## src/design/tcts_pkg.sv

```systemverilog
// Shared types, character codes and helpers for the template comment token scanner.
package tcts_pkg;

  typedef enum logic [2:0] {
    VERDICT_IDLE = 3'd0,
    VERDICT_PEND = 3'd1,
    VERDICT_DONE = 3'd2,
    VERDICT_NOT  = 3'd3,
    VERDICT_KW   = 3'd4
  } verdict_e;

  localparam int unsigned LenW = 16;

  localparam logic [7:0] ChEot    = 8'h00;
  localparam logic [7:0] ChLBrace = 8'h7B;  // '{'
  localparam logic [7:0] ChRBrace = 8'h7D;  // '}'
  localparam logic [7:0] ChLBrack = 8'h5B;  // '['
  localparam logic [7:0] ChRBrack = 8'h5D;  // ']'
  localparam logic [7:0] ChBang   = 8'h21;  // '!'
  localparam logic [7:0] ChDash   = 8'h2D;  // '-'
  localparam logic [7:0] ChLowI   = 8'h69;  // 'i'
  localparam logic [7:0] ChLowU   = 8'h75;  // 'u'

  localparam logic [3:0] KwLenInclude  = 4'd7;
  localparam logic [3:0] KwLenUnsecure = 4'd8;

  // Space, tab, carriage return or line feed.
  function automatic logic is_ws(input logic [7:0] c);
    return c inside {8'h20, 8'h09, 8'h0D, 8'h0A};
  endfunction

  // Keyword text: choice low spells "include", choice high spells "unsecure".
  function automatic logic [7:0] kw_char(input logic choice, input logic [2:0] idx);
    logic [7:0] c;
    if (!choice) begin
      case (idx)
        3'd0:    c = 8'h69;  // i
        3'd1:    c = 8'h6E;  // n
        3'd2:    c = 8'h63;  // c
        3'd3:    c = 8'h6C;  // l
        3'd4:    c = 8'h75;  // u
        3'd5:    c = 8'h64;  // d
        3'd6:    c = 8'h65;  // e
        default: c = 8'h00;
      endcase
    end else begin
      case (idx)
        3'd0:    c = 8'h75;  // u
        3'd1:    c = 8'h6E;  // n
        3'd2:    c = 8'h73;  // s
        3'd3:    c = 8'h65;  // e
        3'd4:    c = 8'h63;  // c
        3'd5:    c = 8'h75;  // u
        3'd6:    c = 8'h72;  // r
        default: c = 8'h65;  // e
      endcase
    end
    return c;
  endfunction

endpackage

```

## src/design/template_comment_token_scanner_top.sv

```systemverilog
// Top level of the template comment token scanner: handshake and result register.
//
//   channel | direction | handshake               | payload
//   --------+-----------+-------------------------+----------------------------
//   in      | into      | in_valid_i / in_stall_o | ch_i, first_i, allowed_i
//   out     | out of    | out_valid_o / out_stall_i | verdict_o, length_o
//
// The scan state machine updates and the result register loads at the edge
// that accepts a character request, so the result is offered in the next
// cycle. One request per cycle is sustained; the single result register
// is what bounds throughput when the output side stalls.
// Reset (rst_ni low, asynchronous) empties the result register and puts the
// scanner in idle with a zero character count.
// in_stall_o is high only while a result waits and the output side stalls;
// a result taken in the same cycle frees the register for the next request.
module template_comment_token_scanner_top (
  input  logic                      clk_i,
  input  logic                      rst_ni,
  input  logic                      in_valid_i,
  output logic                      in_stall_o,
  input  logic [7:0]                ch_i,
  input  logic                      first_i,
  input  logic                      allowed_i,
  output logic                      out_valid_o,
  input  logic                      out_stall_i,
  output logic [2:0]                verdict_o,
  output logic [tcts_pkg::LenW-1:0] length_o
);

  logic               out_valid_q, out_valid_d;
  logic               in_accept;
  logic               out_accept;
  tcts_pkg::verdict_e verdict;

  // Hold the request while a result waits and the output side stalls.
  assign in_stall_o = out_valid_q && out_stall_i;
  assign in_accept  = in_valid_i && !in_stall_o;
  assign out_accept = out_valid_q && !out_stall_i;

  // Advance the result register on every accepted request; drop it once taken.
  always_comb begin
    out_valid_d = out_valid_q;
    if (in_accept) begin
      out_valid_d = 1'b1;
    end else if (out_accept) begin
      out_valid_d = 1'b0;
    end
  end

  always_ff @(posedge clk_i or negedge rst_ni) begin
    if (!rst_ni) begin
      out_valid_q <= 1'b0;
    end else begin
      out_valid_q <= out_valid_d;
    end
  end

  tcts_core u_core (
    .clk_i     (clk_i),
    .rst_ni    (rst_ni),
    .load_i    (in_accept),
    .ch_i      (ch_i),
    .first_i   (first_i),
    .allowed_i (allowed_i),
    .verdict_o (verdict),
    .length_o  (length_o)
  );

  assign out_valid_o = out_valid_q;
  assign verdict_o   = verdict;

  // An idle result always reports a zero count.
  a_idle_len_zero : assert property (@(posedge clk_i) disable iff (!rst_ni)
    (out_valid_o && verdict_o == tcts_pkg::VERDICT_IDLE) |-> (length_o == '0))
    else $error("idle result with nonzero length");

  // A start that is not allowed is rejected with nothing consumed.
  a_not_allowed : assert property (@(posedge clk_i) disable iff (!rst_ni)
    (in_accept && first_i && !allowed_i) |=>
      (out_valid_o && verdict_o == tcts_pkg::VERDICT_NOT && length_o == '0))
    else $error("disallowed start not rejected");

  // An allowed start on '{' opens an attempt with one character consumed.
  a_open_attempt : assert property (@(posedge clk_i) disable iff (!rst_ni)
    (in_accept && first_i && allowed_i && ch_i == tcts_pkg::ChLBrace) |=>
      (verdict_o == tcts_pkg::VERDICT_PEND && length_o == 16'd1))
    else $error("attempt did not open");

  // A waiting result that is not taken and not replaced keeps its value.
  a_result_hold : assert property (@(posedge clk_i) disable iff (!rst_ni)
    (out_valid_o && out_stall_i) |=> ($stable(verdict_o) && $stable(length_o)))
    else $error("stalled result changed");

endmodule

```

## src/design/tcts_core.sv

```systemverilog
// Scan state machine and result register of the template comment token scanner.
module tcts_core (
  input  logic                      clk_i,
  input  logic                      rst_ni,
  input  logic                      load_i,
  input  logic [7:0]                ch_i,
  input  logic                      first_i,
  input  logic                      allowed_i,
  output tcts_pkg::verdict_e        verdict_o,
  output logic [tcts_pkg::LenW-1:0] length_o
);

  typedef enum logic [2:0] {
    PH_IDLE   = 3'd0,
    PH_LBRACK = 3'd1,
    PH_DASH   = 3'd2,
    PH_BANG   = 3'd3,
    PH_WS     = 3'd4,
    PH_KW     = 3'd5,
    PH_BODY   = 3'd6
  } phase_e;

  phase_e                    phase_q, phase_d;
  logic                      choice_q, choice_d;
  logic [3:0]                idx_q, idx_d;
  logic                      brk_q, brk_d;
  logic [tcts_pkg::LenW-1:0] cons_q, cons_d;
  tcts_pkg::verdict_e        verdict_q, verdict_d;
  logic [tcts_pkg::LenW-1:0] length_q, length_d;

  logic [tcts_pkg::LenW-1:0] cons_base, cons_inc;
  logic                      do_take, do_body, do_finish, clear_cons;
  logic [3:0]                kw_len;

  assign cons_base = first_i ? '0 : cons_q;
  assign cons_inc  = (&cons_base) ? cons_base : cons_base + tcts_pkg::LenW'(1);
  assign kw_len    = choice_q ? tcts_pkg::KwLenUnsecure : tcts_pkg::KwLenInclude;

  always_comb begin
    phase_d    = phase_q;
    choice_d   = choice_q;
    idx_d      = idx_q;
    brk_d      = brk_q;
    verdict_d  = tcts_pkg::VERDICT_PEND;
    do_take    = 1'b0;
    do_body    = 1'b0;
    do_finish  = 1'b0;
    clear_cons = 1'b0;

    if (first_i) begin
      choice_d = 1'b0;
      idx_d    = '0;
      brk_d    = 1'b0;
      if (!allowed_i || ch_i != tcts_pkg::ChLBrace) begin
        do_finish = 1'b1;
        verdict_d = tcts_pkg::VERDICT_NOT;
      end else begin
        do_take = 1'b1;
        phase_d = PH_LBRACK;
      end
    end else begin
      case (phase_q)
        PH_LBRACK: begin
          if (ch_i == tcts_pkg::ChLBrack) begin
            do_take = 1'b1;
            phase_d = PH_DASH;
          end else begin
            do_finish = 1'b1;
            verdict_d = tcts_pkg::VERDICT_NOT;
          end
        end
        PH_DASH: begin
          if (ch_i == tcts_pkg::ChDash) begin
            do_take = 1'b1;
            phase_d = PH_BANG;
          end else if (ch_i == tcts_pkg::ChBang) begin
            do_take = 1'b1;
            phase_d = PH_WS;
          end else begin
            do_finish = 1'b1;
            verdict_d = tcts_pkg::VERDICT_NOT;
          end
        end
        PH_BANG: begin
          if (ch_i == tcts_pkg::ChBang) begin
            do_take = 1'b1;
            phase_d = PH_WS;
          end else begin
            do_finish = 1'b1;
            verdict_d = tcts_pkg::VERDICT_NOT;
          end
        end
        PH_WS: begin
          if (tcts_pkg::is_ws(ch_i)) begin
            do_take = 1'b1;
          end else if (ch_i == tcts_pkg::ChLowI || ch_i == tcts_pkg::ChLowU) begin
            do_take  = 1'b1;
            choice_d = (ch_i == tcts_pkg::ChLowU);
            idx_d    = 4'd1;
            phase_d  = PH_KW;
          end else begin
            do_body = 1'b1;
          end
        end
        PH_KW: begin
          if (idx_q >= kw_len) begin
            if (tcts_pkg::is_ws(ch_i) || ch_i == tcts_pkg::ChDash ||
                ch_i == tcts_pkg::ChRBrack) begin
              do_finish = 1'b1;
              verdict_d = tcts_pkg::VERDICT_KW;
            end else begin
              do_body = 1'b1;
            end
          end else if (ch_i == tcts_pkg::kw_char(choice_q, idx_q[2:0])) begin
            do_take = 1'b1;
            idx_d   = idx_q + 4'd1;
          end else begin
            do_body = 1'b1;
          end
        end
        PH_BODY: begin
          do_body = 1'b1;
        end
        default: begin
          phase_d    = PH_IDLE;
          clear_cons = 1'b1;
          verdict_d  = tcts_pkg::VERDICT_IDLE;
        end
      endcase
    end

    // Body character: end of text rejects, "]}" closes the comment.
    if (do_body) begin
      phase_d = PH_BODY;
      if (ch_i == tcts_pkg::ChEot) begin
        do_finish = 1'b1;
        verdict_d = tcts_pkg::VERDICT_NOT;
      end else begin
        do_take = 1'b1;
        if (brk_q && ch_i == tcts_pkg::ChRBrace) begin
          do_finish = 1'b1;
          verdict_d = tcts_pkg::VERDICT_DONE;
        end else begin
          brk_d = (ch_i == tcts_pkg::ChRBrack);
        end
      end
    end

    if (do_finish) begin
      phase_d = PH_IDLE;
      idx_d   = '0;
      brk_d   = 1'b0;
    end

    if (clear_cons) begin
      cons_d = '0;
    end else if (do_take) begin
      cons_d = cons_inc;
    end else begin
      cons_d = cons_base;
    end

    length_d = (verdict_d == tcts_pkg::VERDICT_IDLE) ? '0 : cons_d;
  end

  always_ff @(posedge clk_i or negedge rst_ni) begin
    if (!rst_ni) begin
      phase_q   <= PH_IDLE;
      choice_q  <= 1'b0;
      idx_q     <= '0;
      brk_q     <= 1'b0;
      cons_q    <= '0;
      verdict_q <= tcts_pkg::VERDICT_IDLE;
      length_q  <= '0;
    end else if (load_i) begin
      phase_q   <= phase_d;
      choice_q  <= choice_d;
      idx_q     <= idx_d;
      brk_q     <= brk_d;
      cons_q    <= cons_d;
      verdict_q <= verdict_d;
      length_q  <= length_d;
    end
  end

  assign verdict_o = verdict_q;
  assign length_o  = length_q;

endmodule
```

## config.mk

```make
export PLATFORM = sky130hd
export DESIGN_NAME = template_comment_token_scanner_top
export DESIGN_NICKNAME = d
export VERILOG_FILES = /design/src/design/tcts_pkg.sv /design/src/design/template_comment_token_scanner_top.sv /design/src/design/tcts_core.sv
export SDC_FILE = /design/constraint.sdc
export NUM_CORES = 1
export LEC_CHECK = 0
export BUFFER_PORTS_ARGS = -buffer_cell sky130_fd_sc_hd__buf_2
export CORE_AREA = 2 2 98 100
export DETAILED_ROUTE_END_ITERATION = 12
export DIE_AREA = 0 0 100 102
export PLACE_DENSITY = 0.57
export SYNTH_ARGS = -nofsm -noshare
export SYNTH_HDL_FRONTEND = slang
export SYNTH_SLANG_ARGS = --single-unit
```

## constraint.sdc

```tcl
create_clock -name clk_i -period 4.1 [get_ports clk_i]
set_input_delay 0.82 -clock clk_i [delete_from_list [all_inputs] [get_ports clk_i]]
set_output_delay 0.82 -clock clk_i [all_outputs]
set_load 0.03 [all_outputs]
```

### Yosys cells after proc, flatten, opt, wreduce, memory -nomap -nowiden

Cells that the tools add are included.
Widths: inputs -> output; s select.

| word-level totals | value |
|---|---|
| register bits after elaboration | 45 |
| bits in latches | 0 |
| bits in writable memories | 0 |
| ROM bits | 0 |
| bits of input ports | 14 |
| output and inout bits | 21 |
| logic and storage cells | 156 |
| memories kept | 0 |

| cells by class | value |
|---|---|
| $add $sub $neg | 2 |
| $mul | 0 |
| divide/modulo/power cells | 0 |
| order comparisons | 1 |
| equality and inequality tests | 35 |
| shift operators | 0 |
| multiplexer cells | 83 |
| bitwise logic cells | 0 |
| reductions and logical operators | 27 |

Operator list:

| kind | number |
|---|---|
| $mux 16 | 5 |
| $pmux 7 s7 | 1 |
| $mux 3 | 16 |
| $eq 8x7->1 const B | 5 |
| $mux 1 | 40 |
| $mux 8 | 4 |
| $pmux 3 s5 | 2 |
| $mux 4 | 7 |
| $pmux 5 s5 | 1 |
| $eq 8x4->1 const B | 3 |
| $eq 8x6->1 const B | 3 |
| $eq 3x3->1 const B | 6 |
| $add 16x1->16 const B | 1 |
| $reduce_and 16->1 | 1 |
| $eq 3x2->1 const B | 4 |
| $ne 4x2->1 const B | 3 |
| $reduce_and 6->1 | 2 |
| $ne 5x2->1 const B | 2 |
| $eq 8x8->1 | 1 |
| $logic_not 8->1 | 1 |
| $ne 4x3->1 const B | 2 |
| $ne 8x7->1 const B | 1 |
| $pmux 4 s2 | 1 |
| $reduce_bool 4->1 | 2 |
| other kinds (18) | 34 |

### Depth between registers and ports, before layout

Gate-level depths: netlist (run 1).

| logic depth | value |
|---|---|
| depth in word-level cells | 17 |
| gate-level depth with buffers | 14 |
| mapped depth without buffers | 11 |

### Modules after synthesis

From an unflattened synthesis (run 1), not the netlist that was laid out.

| second synthesis, totals | value |
|---|---|
| cell total of the unflattened synthesis | 401 |
| area total of the unflattened synthesis | 3403.3 um^2 |

Modules (own cells, without submodules):

| module | instances | cells an instance | area an instance (um^2) | sequential area each (um^2) |
|---|---|---|---|---|
| tcts_core | 1 | 397 | 3353.2 | 1101.1 |
| template_comment_token_scanner_top | 1 | 4 | 50.0 | 25.0 |

### Worst setup path before layout (run 1)

No wires, ideal clock.

| timing path | value |
|---|---|
| path type | in2reg |
| from | input port first_i |
| to | register u_core.length_q, in the netlist u_core.length_o[2] |
| setup time | 116 ps |
| arrival | 3340 ps |
| required time | 3984 ps |
| slack | 645 ps |
| stages on the path | 11 |
| buffers on the path | 3 |
| cells stage by stage | clkbuf_1 clkbuf_1 nor2b_1 ha_1 and4_1 nand3_1 nor3_1 and3_1 a21oi_2 buf_6 o311ai_0 |

| between the ends | value |
|---|---|
| cells in the longest elaborated chain, start to end | 6 |
| elaborated cells on any way between the ends | 17 |

RTL lines:

| element | line | source |
|---|---|---|
| start, declared | template_comment_token_scanner_top.sv:22 | `input logic first_i,` |
| $mux 16, or another cell as far along | tcts_core.sv:35 | `assign cons_base = first_i ? '0 : cons_q;` |
| $add 16x1->16, or another cell as far along | tcts_core.sv:36 | `assign cons_inc = (&cons_base) ? cons_base : cons_base + tcts_pkg::LenW'(1);` |
| $mux 16, or another cell as far along | tcts_core.sv:36 |  |
| $mux 16 or $mux 3 (tied branches) | tcts_core.sv:157, tcts_core.sv:133 |  |
| $mux 16 or $logic_not 3->1 (tied branches) | tcts_core.sv:155, tcts_core.sv:163 |  |
| $mux 16 (*) | tcts_core.sv:163 | `length_d = (verdict_d == tcts_pkg::VERDICT_IDLE) ? '0 : cons_d;` |
| end signal, assigned | tcts_core.sv:182 | `length_q <= length_d;` |
| end, declared | tcts_core.sv:29 | `logic [tcts_pkg::LenW-1:0] length_q, length_d;` |

Every way passes the cells marked *; elsewhere a longest branch is shown, timed or not.
A chain may end at the register's enable or synchronous reset.

### Worst setup path after layout (run 1)

| timing path | value |
|---|---|
| from | register u_core.idx_q[1] |
| to | register u_core.cons_q[4] in the netlist's numbering |

| between the ends | value |
|---|---|
| cells in the longest elaborated chain, start to end | 16 |
| elaborated cells on any way between the ends | 28 |

RTL lines:

| element | line | source |
|---|---|---|
| start, declared | tcts_core.sv:25 | `logic [3:0] idx_q, idx_d;` |
| start signal, assigned | tcts_core.sv:178 | `idx_q <= idx_d;` |
| $eq 3x3->1 or $logic_not 3->1 (tied branches) | tcts_pkg.sv:36, tcts_pkg.sv:47 |  |
| $reduce_or 2->1 (no line) | - |  |
| $pmux 5 s5 | tcts_pkg.sv:47 | `case (idx)` |
| $mux 8 | tcts_pkg.sv:35 | `if (!choice) begin` |
| $mux 8 | tcts_core.sv:106 | `if (idx_q >= kw_len) begin` |
| $mux 8 | tcts_core.sv:62 | `case (phase_q)` |
| $mux 8 | tcts_core.sv:50 | `if (first_i) begin` |
| $eq 8x8->1 | tcts_core.sv:114 | `end else if (ch_i == tcts_pkg::kw_char(choice_q, idx_q[2:0])) begin` |
| $mux 1 | tcts_core.sv:114 |  |
| $mux 1 | tcts_core.sv:106 |  |
| $pmux 1 s5 | tcts_core.sv:62 |  |
| $mux 1 | tcts_core.sv:50 |  |
| $mux 1 | tcts_core.sv:135 | `if (ch_i == tcts_pkg::ChEot) begin` |
| $mux 1 (*) | tcts_core.sv:133 | `if (do_body) begin` |
| $mux 16 (*) | tcts_core.sv:157 | `end else if (do_take) begin` |
| $mux 16 (*) | tcts_core.sv:155 | `if (clear_cons) begin` |
| end signal, assigned | tcts_core.sv:180 | `cons_q <= cons_d;` |
| end, declared | tcts_core.sv:27 | `logic [tcts_pkg::LenW-1:0] cons_q, cons_d;` |

Every way passes the cells marked *; elsewhere a longest branch is shown, timed or not. The select of a mux whose other input is x is not followed.

==> results_dict.tcl, run 1 <==
set metrics [dict create \
    finalWorstSetupSlack_ps 389 \
    synth_top_family_by_area "simple AND/OR/NAND/NOR gates" \
    r2r_setup_slack_ps 390 \
    maxClockFrequency_ghz 0.269 \
    netlist.top_cell.by_area "dfrtp_1" \
    worstReg2RegStart "u_core.idx_q[1]" \
    post_synth_num_cell_types 71 \
    irDropWorstVdd_uv 173 \
    comb_power_share 0.352 \
    power.total_uw 1260 \
    grt_util_all_layers 0.186 \
    power.share.clock 0.241 \
    avgViaCountPerCell 5.86 \
    netSwitchingPower_uw 490 \
    antenna_violating_nets_post_route 0 \
    largest_net_degree_at_the_start_of_global_routing 46 \
    detail_route.wirelength_um 9090 \
    seqCellArea_mm2 0.00113 \
    path_clk_slew_ps 100 \
    crit_required_ps 4280 \
    gp_routability_congestion 0.878 \
    r2r_cells 11 \
    final_layout_size_suffix_gt1_frac 0.148 \
    fin_crit_sh 0.905 \
    cts_sinks 45 \
    dp.final_hpwl_um 6640 \
    multi_input_combinational_cell_area_mm2 0.00219 \
    std_cell_rows 35 \
    drc_errors 0 \
    cts_htree_levels 2 \
    yosys_most_used_dff "dfrtp_1" \
    synth-adder-area-share 0.0465 \
    floorplan.die_area_mm2 0.0102 \
    max_cap_check_violation_count 0 \
    synth_top_area_share 0.322 \
    worst-endpoint-arrival_ps 3890 \
    syn2layout_area_growth_pct 9.72 \
    drt_pre_antenna_iters 4 \
    synth.area.top_cells "dfrtp_1, nand2_1, ha_1" \
    switching_share 0.390 \
    synth_cells 424 \
    route.detailed.wl_per_inst_um 16.1 \
    status "finished clean" \
    dpl_cell_area_mm2 0.00374 \
    finalHoldViolations 0 \
    synth-simple-area-share 0.299 \
    grt_pass1_vias 3105 \
    die_height_um 102 \
    synth.cell_area_mm2 0.00350 \
    floorplan.initialDensity 0.384 \
    finish.net_count 479 \
    design.core.area_mm2 0.00911 \
    period_needed_ps 3710 \
    synth-xor-area-share 0.0100 \
    grt-ovfl-total 0 \
    worstReg2RegEnd "u_core.cons_q[4]" \
    postSynthNetCount 451 \
    grt_setup_unrepaired "false" \
    cell_internal_pwr_uw 765 \
    slew_at_the_pin_closest_to_its_max_slew_limit_ps 1030 \
    insertion_delay_ps 310 \
    synth_enable_flop_cells 0 \
    drt-initial-drc-count 171 \
    cts_made_buffers 5 \
    synth-async-reset-ratio 1.00 \
    finish.instance_area_mm2 0.00384 \
    p_per_area_mw_per_mm2 327 \
    synth-compound-area-share 0.237 \
    critPathLaunchType "flip-flop" \
    dpl_worst_slack_ps 375 \
    critical_path.max_fanout 10 \
    port_buffers 34 \
    ioPinCount 35 \
    clk_path_buf_depth 2 \
    synth.ff_latch_count 45 \
    finalClockSkew_ps 15.2 \
    ys_warn_count 0 \
    num_vias 3304 \
    grt_antenna_before_repair 0 \
    setup_tns_ps 0 \
    hold_end "u_core.length_o[4]" \
    total_leakage_power_uw 0.00174 \
    post_synth_mux_area_share 0.0325 \
    antenna_cells 0 \
    worst_setup_path_end_kind "flip-flop" \
    hold_depth 2 \
    synthesis.area_per_instance_um2 8.26 \
    hold_class "flip-flop to flip-flop" \
    fill_cells 953 \
    setup.worst_path.class "flip-flop to flip-flop" \
    cts_root_buf "clkbuf_8" \
    timing.hold.ws_ps 476 \
    grt_pass1_wl_um 15300 \
    power_frac_seq 0.406 \
    holdCritStartpoint "u_core.length_o[4]" \
    finalMaxSlewViolations 0 \
    chipWidth_um 100 \
    setup_viol 0 \
    slew-limit-headroom 0.312 \
    cts_setup_buffers 0 \
    synth.yosys.seq_area_share 0.322 \
    tritoncts_clock_tree "done" \
]
## final cells by class
class                      count  share of cell area
inverter                      12              0.0117
clock inverter                 2             0.00358
timing repair buffer          44              0.0638
tap                          111              0.0362
sequential                    45               0.293
clock buffer                   6              0.0215
multi-input combinational    344               0.570
## worst max path at each step
stage                                from                   to  slack [ps]  cells after the start
final                     u_core.idx_q[1]     u_core.cons_q[4]         390                     11
after global routing      u_core.idx_q[0]  u_core.length_o[12]          90                     11
after CTS                 u_core.idx_q[0]     u_core.cons_q[4]         340                     11
after global placement    u_core.idx_q[0]     u_core.cons_q[4]         450                     11
after detailed placement  u_core.idx_q[0]     u_core.cons_q[4]         380                     11
after floorplan                   first_i   u_core.length_o[2]         640                     11
## through the flow
stage | std cells | utilization
global route | 564 | 0.422
floorplan | 424 | -
detailed placement | 556 | 0.411
CTS | 564 | 0.422
finish | 564 | 0.422
global placement | 556 | 0.411
## cells by family (layout without fill, tap and decap cells)
family | after synthesis | after routing
buffers and inverters | 35 | 64
adder cells (fa/ha/maj) | 13 | 13
AND/OR/NAND/NOR | 203 | 203
flip-flops | 45 | 45
multiplexers | 11 | 11
AO/OA/AOI/OAI | 113 | 113
XOR/XNOR | 4 | 4
## power groups by stage
stage	combinational (uW)	sequential, uW	clock [uW]
2_1_floorplan	313	521	0
3_5_place_dp	441	518	0
6_report	442	510	303
5_1_grt	495	517	327
4_1_cts	442	509	309
3_3_place_gp	437	517	0
## worst max-delay path: stages, from the launching register on
cell and delay [ps]:
dfrtp_1 460, inv_1 180, ha_1 360, or3b_1 380, a211o_1 310, a21o_1 160, a2111o_1 430, nor3_4 320
o32ai_4 200, a211oi_1 400, mux2i_1 280, o21ai_0 110
## placed cells by master, fill, tap and decap left out, types with 3 or more instances in the layout
cell type / netlist / routed
and3_1: 11 / 11
inv_1: 11 / 11
nand4_1: 6 / 6
nand2_1: 58 / 58
mux2i_1: 8 / 8
a31oi_1: 4 / 4
a21oi_1: 22 / 22
a211o_1: 4 / 4
mux2_2: 3 / 3
a211oi_1: 6 / 6
a21o_1: 6 / 6
o21bai_1: 3 / 3
buf_4: 0 / 10
or3_1: 5 / 5
a22o_1: 3 / 3
nor2_1: 34 / 34
nand2b_1: 5 / 5
nor3_1: 17 / 17
a221o_1: 3 / 3
nor2b_1: 15 / 15
xnor2_1: 4 / 4
o21ai_1: 5 / 5
nand3_1: 24 / 24
dfrtp_1: 45 / 45
and4_1: 4 / 4
o311ai_0: 3 / 3
and2_1: 5 / 5
clkbuf_8: 1 / 6
ha_1: 13 / 13
buf_2: 1 / 34
o21ai_0: 24 / 24
nor3b_1: 4 / 4
## what timing repair did
action / 4_1_cts / 5_1_grt
resized for setup: 0 / 1
endpoints found under the setup margin: 0 / 2
endpoints found under the hold margin: 0 / 0
hold buffers: 0 / 0
## sequential cells by signal, summed over array words and instances, names as in the netlist
name              cells
u_core.cons_q        16
u_core.length_o      16
u_core.idx_q          4
u_core.phase_q        3
u_core.verdict_o      3
out_valid_o           1
u_core.brk_q          1
u_core.choice_q       1
## synthesized netlist by cell type (all sizes together) (5+ instances only)
library cell / number
inv: 11
dfrtp: 45
nand2b: 5
nand2: 58
nor2: 35
o21ai: 29
clkbuf: 19
nand3: 24
a21oi: 23
nor3: 18
nor2b: 15
and2: 5
mux2i: 8
nand4: 6
ha: 13
a21o: 6
or3: 5
a211oi: 6
and3: 11
## metal layers
metal	up-vias	share of wire	GRT usage
met5	-	0	0
met4	0	0.015	0.0580
met3	9	0.036	0.0267
met2	77	0.48	0.321
met1	1595	0.47	0.243
li1	1623	-	-
(Power assumes the default switching activity.)
==> inputs of run 2 (changes only) <==
Clock period 4.1 ns to 4.4 ns, I/O delays scaled along.
==> run 2 against run 1 <==
Against the previous run: sequential share of layout area down 0.13 points; cell count unchanged; combinational power fell by 8.6%; highest routed layer unchanged; clock power up 7.3%; wire length down 2.3%; via count shrank 2.1%; first-iteration DRC count decreased by 24%; clock-buffer cell count is 1 lower; power shrank 4.2%; hold slack got worse by 2.0 ps; fmax down 6.0%.
==> results_dict.tcl, run 2 (same netlist as run 1, synthesis figures left out) <==
set metrics [dict create \
    die_height_um 102 \
    cts_made_buffers 5 \
    ioPinCount 35 \
    mostFrequentLayoutCells "nand2_1, dfrtp_1, nor2_1, buf_2" \
    cts_root_buf "clkbuf_8" \
    cts_htree_levels 2 \
    antenna_violating_nets_post_route 0 \
    finish.net_count 479 \
    setup.worst_path.class "flip-flop to flip-flop" \
    syn2layout_area_growth_pct 10.2 \
    port_buffers 34 \
    grt_pass1_wl_um 15200 \
    grt_pass1_vias 3073 \
    grt_util_met3 0.0267 \
    post_cts_hold_buffer_count 0 \
    finalMaxSlewViolations 0 \
    clk_path_buf_depth 2 \
    floorplan.die_area_mm2 0.0102 \
    cts_sinks 45 \
    crit_required_ps 4600 \
    grt_antenna_before_repair 0 \
    dp.final_hpwl_um 6450 \
    worst_setup_path_end_kind "flip-flop" \
    gp_routability_congestion 0.829 \
    total_leakage_power_uw 0.00175 \
    grt_setup_unrepaired "false" \
    critPathLaunchType "flip-flop" \
    antenna_cells 0 \
    met1_track_utilization_from_global_routing 0.247 \
    drt-initial-drc-count 130 \
    avgViaCountPerCell 5.73 \
    period_needed_ps 3950 \
    design.core.area_mm2 0.00911 \
    hold_class "flip-flop to flip-flop" \
    fill_cells 951 \
    drt_pre_antenna_iters 4 \
    floorplan.initialDensity 0.384 \
    layout.cells.most_common "nand2_1" \
    route.detailed.wl_per_inst_um 15.7 \
    finish.instance_area_mm2 0.00386 \
    slew-limit-headroom 0.519 \
    critical_path.max_fanout 12 \
    grt_util_all_layers 0.183 \
    path_clk_slew_ps 100 \
    maxClockFrequency_ghz 0.253 \
    insertion_delay_ps 310 \
    multi_input_combinational_cell_area_mm2 0.00219 \
    grt-ovfl-total 0 \
    detail_route.wirelength_um 8880 \
    post_cts.resized_instances 0 \
    status "finished clean" \
    setup_tns_ps 0 \
    chipWidth_um 100 \
    grt_use_met2 0.315 \
    p_per_area_mw_per_mm2 312 \
    num_vias 3234 \
    tritoncts_clock_tree "done" \
    finalHoldViolations 0 \
    slew_at_the_pin_closest_to_its_max_slew_limit_ps 722 \
    top_usage_layer "met2" \
    drc_errors 0 \
    max_cap_check_violation_count 0 \
    seqCellArea_mm2 0.00113 \
    largest_net_degree_at_the_start_of_global_routing 46 \
    dpl_cell_area_mm2 0.00374 \
    final_layout_size_suffix_gt1_frac 0.148 \
    std_cell_rows 35 \
    finalClockSkew_ps 11.3 \
    fin_crit_sh 0.897 \
    worst-endpoint-arrival_ps 4150 \
    setup_viol 0 \
    cts_setup_buffers 0 \
    irDropWorstVdd_uv 135 \
]
run 2: cell types whose count changed in the layout (fill, tap and decap cells not counted), sizes merged:
| cell | change |
|---|---|
| clkinvlp | +1 |
| clkbuf | -1 |
| bufinv | +1 |
| clkinv | -1 |
run 2: path summary, 6_finish.rpt:
path                                    start  slack, ps  cells past startpoint                   to
setup / recovery              u_core.idx_q[1]        450                     11     u_core.cons_q[8]
hold / removal             u_core.length_o[4]        470                      2   u_core.length_o[4]
setup reg to reg              u_core.idx_q[1]        450                     11     u_core.cons_q[8]
hold reg to reg            u_core.length_o[4]        470                      2   u_core.length_o[4]
max in group asynchronous              rst_ni       3340                      2   u_core.length_o[8]
min in group asynchronous              rst_ni        640                      2  u_core.length_o[13]
run 2: cell type report:
cell class / instances / area share
timing repair buffer: 44 / 0.0636
clock buffer: 5 / 0.0178
multi-input combinational: 344 / 0.567
inverter: 12 / 0.0117
clock inverter: 3 / 0.0120
tap: 111 / 0.0360
sequential: 45 / 0.292
run 2: per-stage QoR:
stage / hold slack, ps / total power [uW] / setup WS, ps / util / cells
2_1_floorplan: 442 / 777 / 885 / - / 424
3_5_place_dp: 458 / 887 / 487 / 0.411 / 556
5_1_grt: 503 / 1290 / 79.9 / 0.424 / 564
6_report: 474 / 1200 / 452 / 0.424 / 564
4_1_cts: 483 / 1220 / 455 / 0.424 / 564
3_3_place_gp: 457 / 883 / 562 / 0.411 / 556
run 2: routing by layer:
metal  routed length, um  part of all wire
met2                4300              0.48
met1                4210              0.47
met4                  64            0.0072
met5                   0                 0
met3                 307             0.035
run 2: critical path, stage by stage (launching register included):
cell      delay, ps
dfrtp_1         450
inv_1           180
ha_1            370
or3b_1          380
a211o_1         310
a21o_1          160
a2111o_1        430
nor3_4          320
o32ai_4         200
a21oi_2         540
a211oi_1        190
a211o_1         290
run 2: power breakdown:
group          switching (uW)  total [uW]  internal [uW]
registers                34.8         474            439
logic                     261         404            143
clock network             155         325            170
==> inputs of run 3 (changes only) <==
--- a/config.mk
+++ b/config.mk
@@ -11,2 +11,3 @@
 export DIE_AREA = 0 0 100 102
+export GPL_ROUTABILITY_DRIVEN = 0
 export PLACE_DENSITY = 0.57
==> constraint.sdc (replaced) <==
create_clock -name clk_i -period 4.4 [get_ports clk_i]
set_input_delay 0.22 -clock clk_i [delete_from_list [all_inputs] [get_ports clk_i]]
set_output_delay 0.22 -clock clk_i [all_outputs]
set_load 0.03 [all_outputs]
==> run 3 against run 2 <==
Against the previous run: critical path type unchanged; fmax is 0.10% lower; cell area is 1.2% lower; clock power is 2% higher; hold slack worse by 400 ps; highest routed layer unchanged; first-iteration DRC count is 1.5% lower; non-clock buffer count is 7 lower; cell count is 1.2% lower; via count is 1.1% higher.
==> results_dict.tcl, run 3 (same netlist as run 1, synthesis figures left out) <==
set metrics [dict create \
    antenna_cells 0 \
    crit_required_ps 4600 \
    fin_crit_sh 0.898 \
    antenna_violating_nets_post_route 0 \
    met3_length_um 360 \
    power_frac_seq 0.400 \
    drc_errors 0 \
    cell_internal_pwr_uw 748 \
    worstReg2RegStart "u_core.choice_q" \
    numPlacedInstances 549 \
    num_vias 3270 \
    path_clk_slew_ps 100 \
    critical_path.max_fanout 14 \
    drt_pre_antenna_iters 4 \
    chipWidth_um 100 \
    route.met2.wl_um 4260 \
    layout.cells.most_common "nand2_1" \
    setup_viol 0 \
    drt-initial-drc-count 128 \
    irDropWorstVdd_uv 145 \
    total_leakage_power_uw 0.00171 \
    finalMaxSlewViolations 0 \
    status "finished clean" \
    grt_setup_unrepaired "false" \
    grt_util_all_layers 0.183 \
    cts_root_buf "clkbuf_8" \
    avgViaCountPerCell 5.87 \
    die_height_um 102 \
    std_cell_rows 35 \
    max_cap_check_violation_count 0 \
    netSwitchingPower_uw 456 \
    finish.utilization 0.419 \
    timing.critical_path.from "u_core.choice_q" \
    route.detailed.wl_per_inst_um 16.1 \
    cts_setup_buffers 0 \
    critPathTopFamily "compound AO/OA/AOI/OAI gates" \
    final_layout_size_suffix_gt1_frac 0.135 \
    slew-limit-headroom 0.318 \
    grt_pass1_vias 3131 \
    finalClockSkew_ps 17.1 \
    grt_pass1_wl_um 15100 \
    cts_sinks 45 \
    p_per_area_mw_per_mm2 316 \
    critPathLaunchType "flip-flop" \
    top_layer_used "met4" \
    design.core.area_mm2 0.00911 \
    comb_power_share 0.326 \
    grt_antenna_before_repair 0 \
    ioPinCount 35 \
    setup_tns_ps 0 \
    worst-path-buf-inv 1 \
    grt-ovfl-total 0 \
    clk_path_buf_depth 2 \
    power.share.clock 0.274 \
    port_buffers 34 \
    finalHoldViolations 0 \
    timing.critical_path.slowest_stage_cell "dfrtp_1" \
    timing.hold.ws_ps 74.3 \
    worst_setup_path_end_kind "flip-flop" \
    fill_cells 918 \
    path_cells "inv_1 > ha_1 > nand2b_1 > a2111oi_0 > o22ai_1 > a2111o_1 > nor3_4 > o32ai_4 > a21oi_4 > a211oi_1 > a211o_1" \
    floorplan.die_area_mm2 0.0102 \
    dp.final_hpwl_um 6460 \
    wirelength_met1_um 4100 \
    setup.worst_path.class "flip-flop to flip-flop" \
    worst-endpoint-arrival_ps 4160 \
    slew_at_the_pin_closest_to_its_max_slew_limit_ps 1020 \
    cts_made_buffers 5 \
    cts_htree_levels 2 \
    hold_class "input pin to async pin" \
    power.total_uw 1200 \
    detail_route.wirelength_um 8970 \
    tritoncts_clock_tree "done" \
    max_stage_delay_ps 620 \
    period_needed_ps 3950 \
    mostFrequentLayoutCells "nand2_1, dfrtp_1, nor2_1, buf_2" \
    maxClockFrequency_ghz 0.253 \
    floorplan.initialDensity 0.384 \
    switching_share 0.379 \
    final_cells 557 \
    largest_net_degree_at_the_start_of_global_routing 46 \
    finish.net_count 472 \
    insertion_delay_ps 320 \
    syn2layout_area_growth_pct 8.94 \
]
[run 3: cell type report]
class | instances | area (um2) | area share
Multi-Input combinational cell | 344 | 2200 | 0.576
Sequential cell | 45 | 1130 | 0.295
Clock inverter | 3 | 46.3 | 0.0121
Clock buffer | 5 | 68.8 | 0.0180
Tap cell | 111 | 139 | 0.0364
Inverter | 12 | 45.0 | 0.0118
Timing Repair Buffer | 37 | 193 | 0.0505
[run 3: power by group through the flow]
| stage | Sequential [uW] | Combinational (uW) | Clock (uW) |
|---|---|---|---|
| after floorplan | 486 | 292 | 0 |
| after global placement | 488 | 387 | 0 |
| after detailed placement | 490 | 392 | 0 |
| after CTS | 482 | 393 | 340 |
| after global routing | 490 | 438 | 352 |
| final | 482 | 393 | 330 |
[run 3: routing by layer]
layer / vias to the layer above / GRT usage
met2: 86 / 0.311
met3: 22 / 0.0233
li1: 1599 / -
met1: 1563 / 0.239
met4: 0 / 0.0727
met5: - / 0
[run 3: final timing paths]
path	end	slack, ps	depth (start not counted)
hold reg to reg	u_core.length_o[13]	480	2
max in group asynchronous	u_core.cons_q[7]	3690	1
setup / recovery	u_core.cons_q[8]	450	11
min in group clk_i	out_valid_o	110	2
hold / removal	u_core.verdict_o[2]	70	1
setup reg to reg	u_core.cons_q[8]	450	11
[run 3: stage by stage]
stage | setup slack (ps) | cell area [um2]
after floorplan | 1100 | 3500
after global placement | 415 | 3690
after detailed placement | 303 | 3690
after CTS | 279 | 3810
after global routing | 144 | 3810
final | 448 | 3810
[run 3: worst reg2reg max path, stage by stage, from the launching register on]
cell and delay, ps:
dfrtp_1 620, inv_1 210, ha_1 310, nand2b_1 130
a2111oi_0 540, o22ai_1 170, a2111o_1 480, nor3_4 320
o32ai_4 210, a21oi_4 410, a211oi_1 160, a211o_1 280
[run 3: repair_timing]
action                     in CTS  in global routing
resized for setup               0                  1
hold buffers                    0                  0
setup endpoints to repair       0                  5
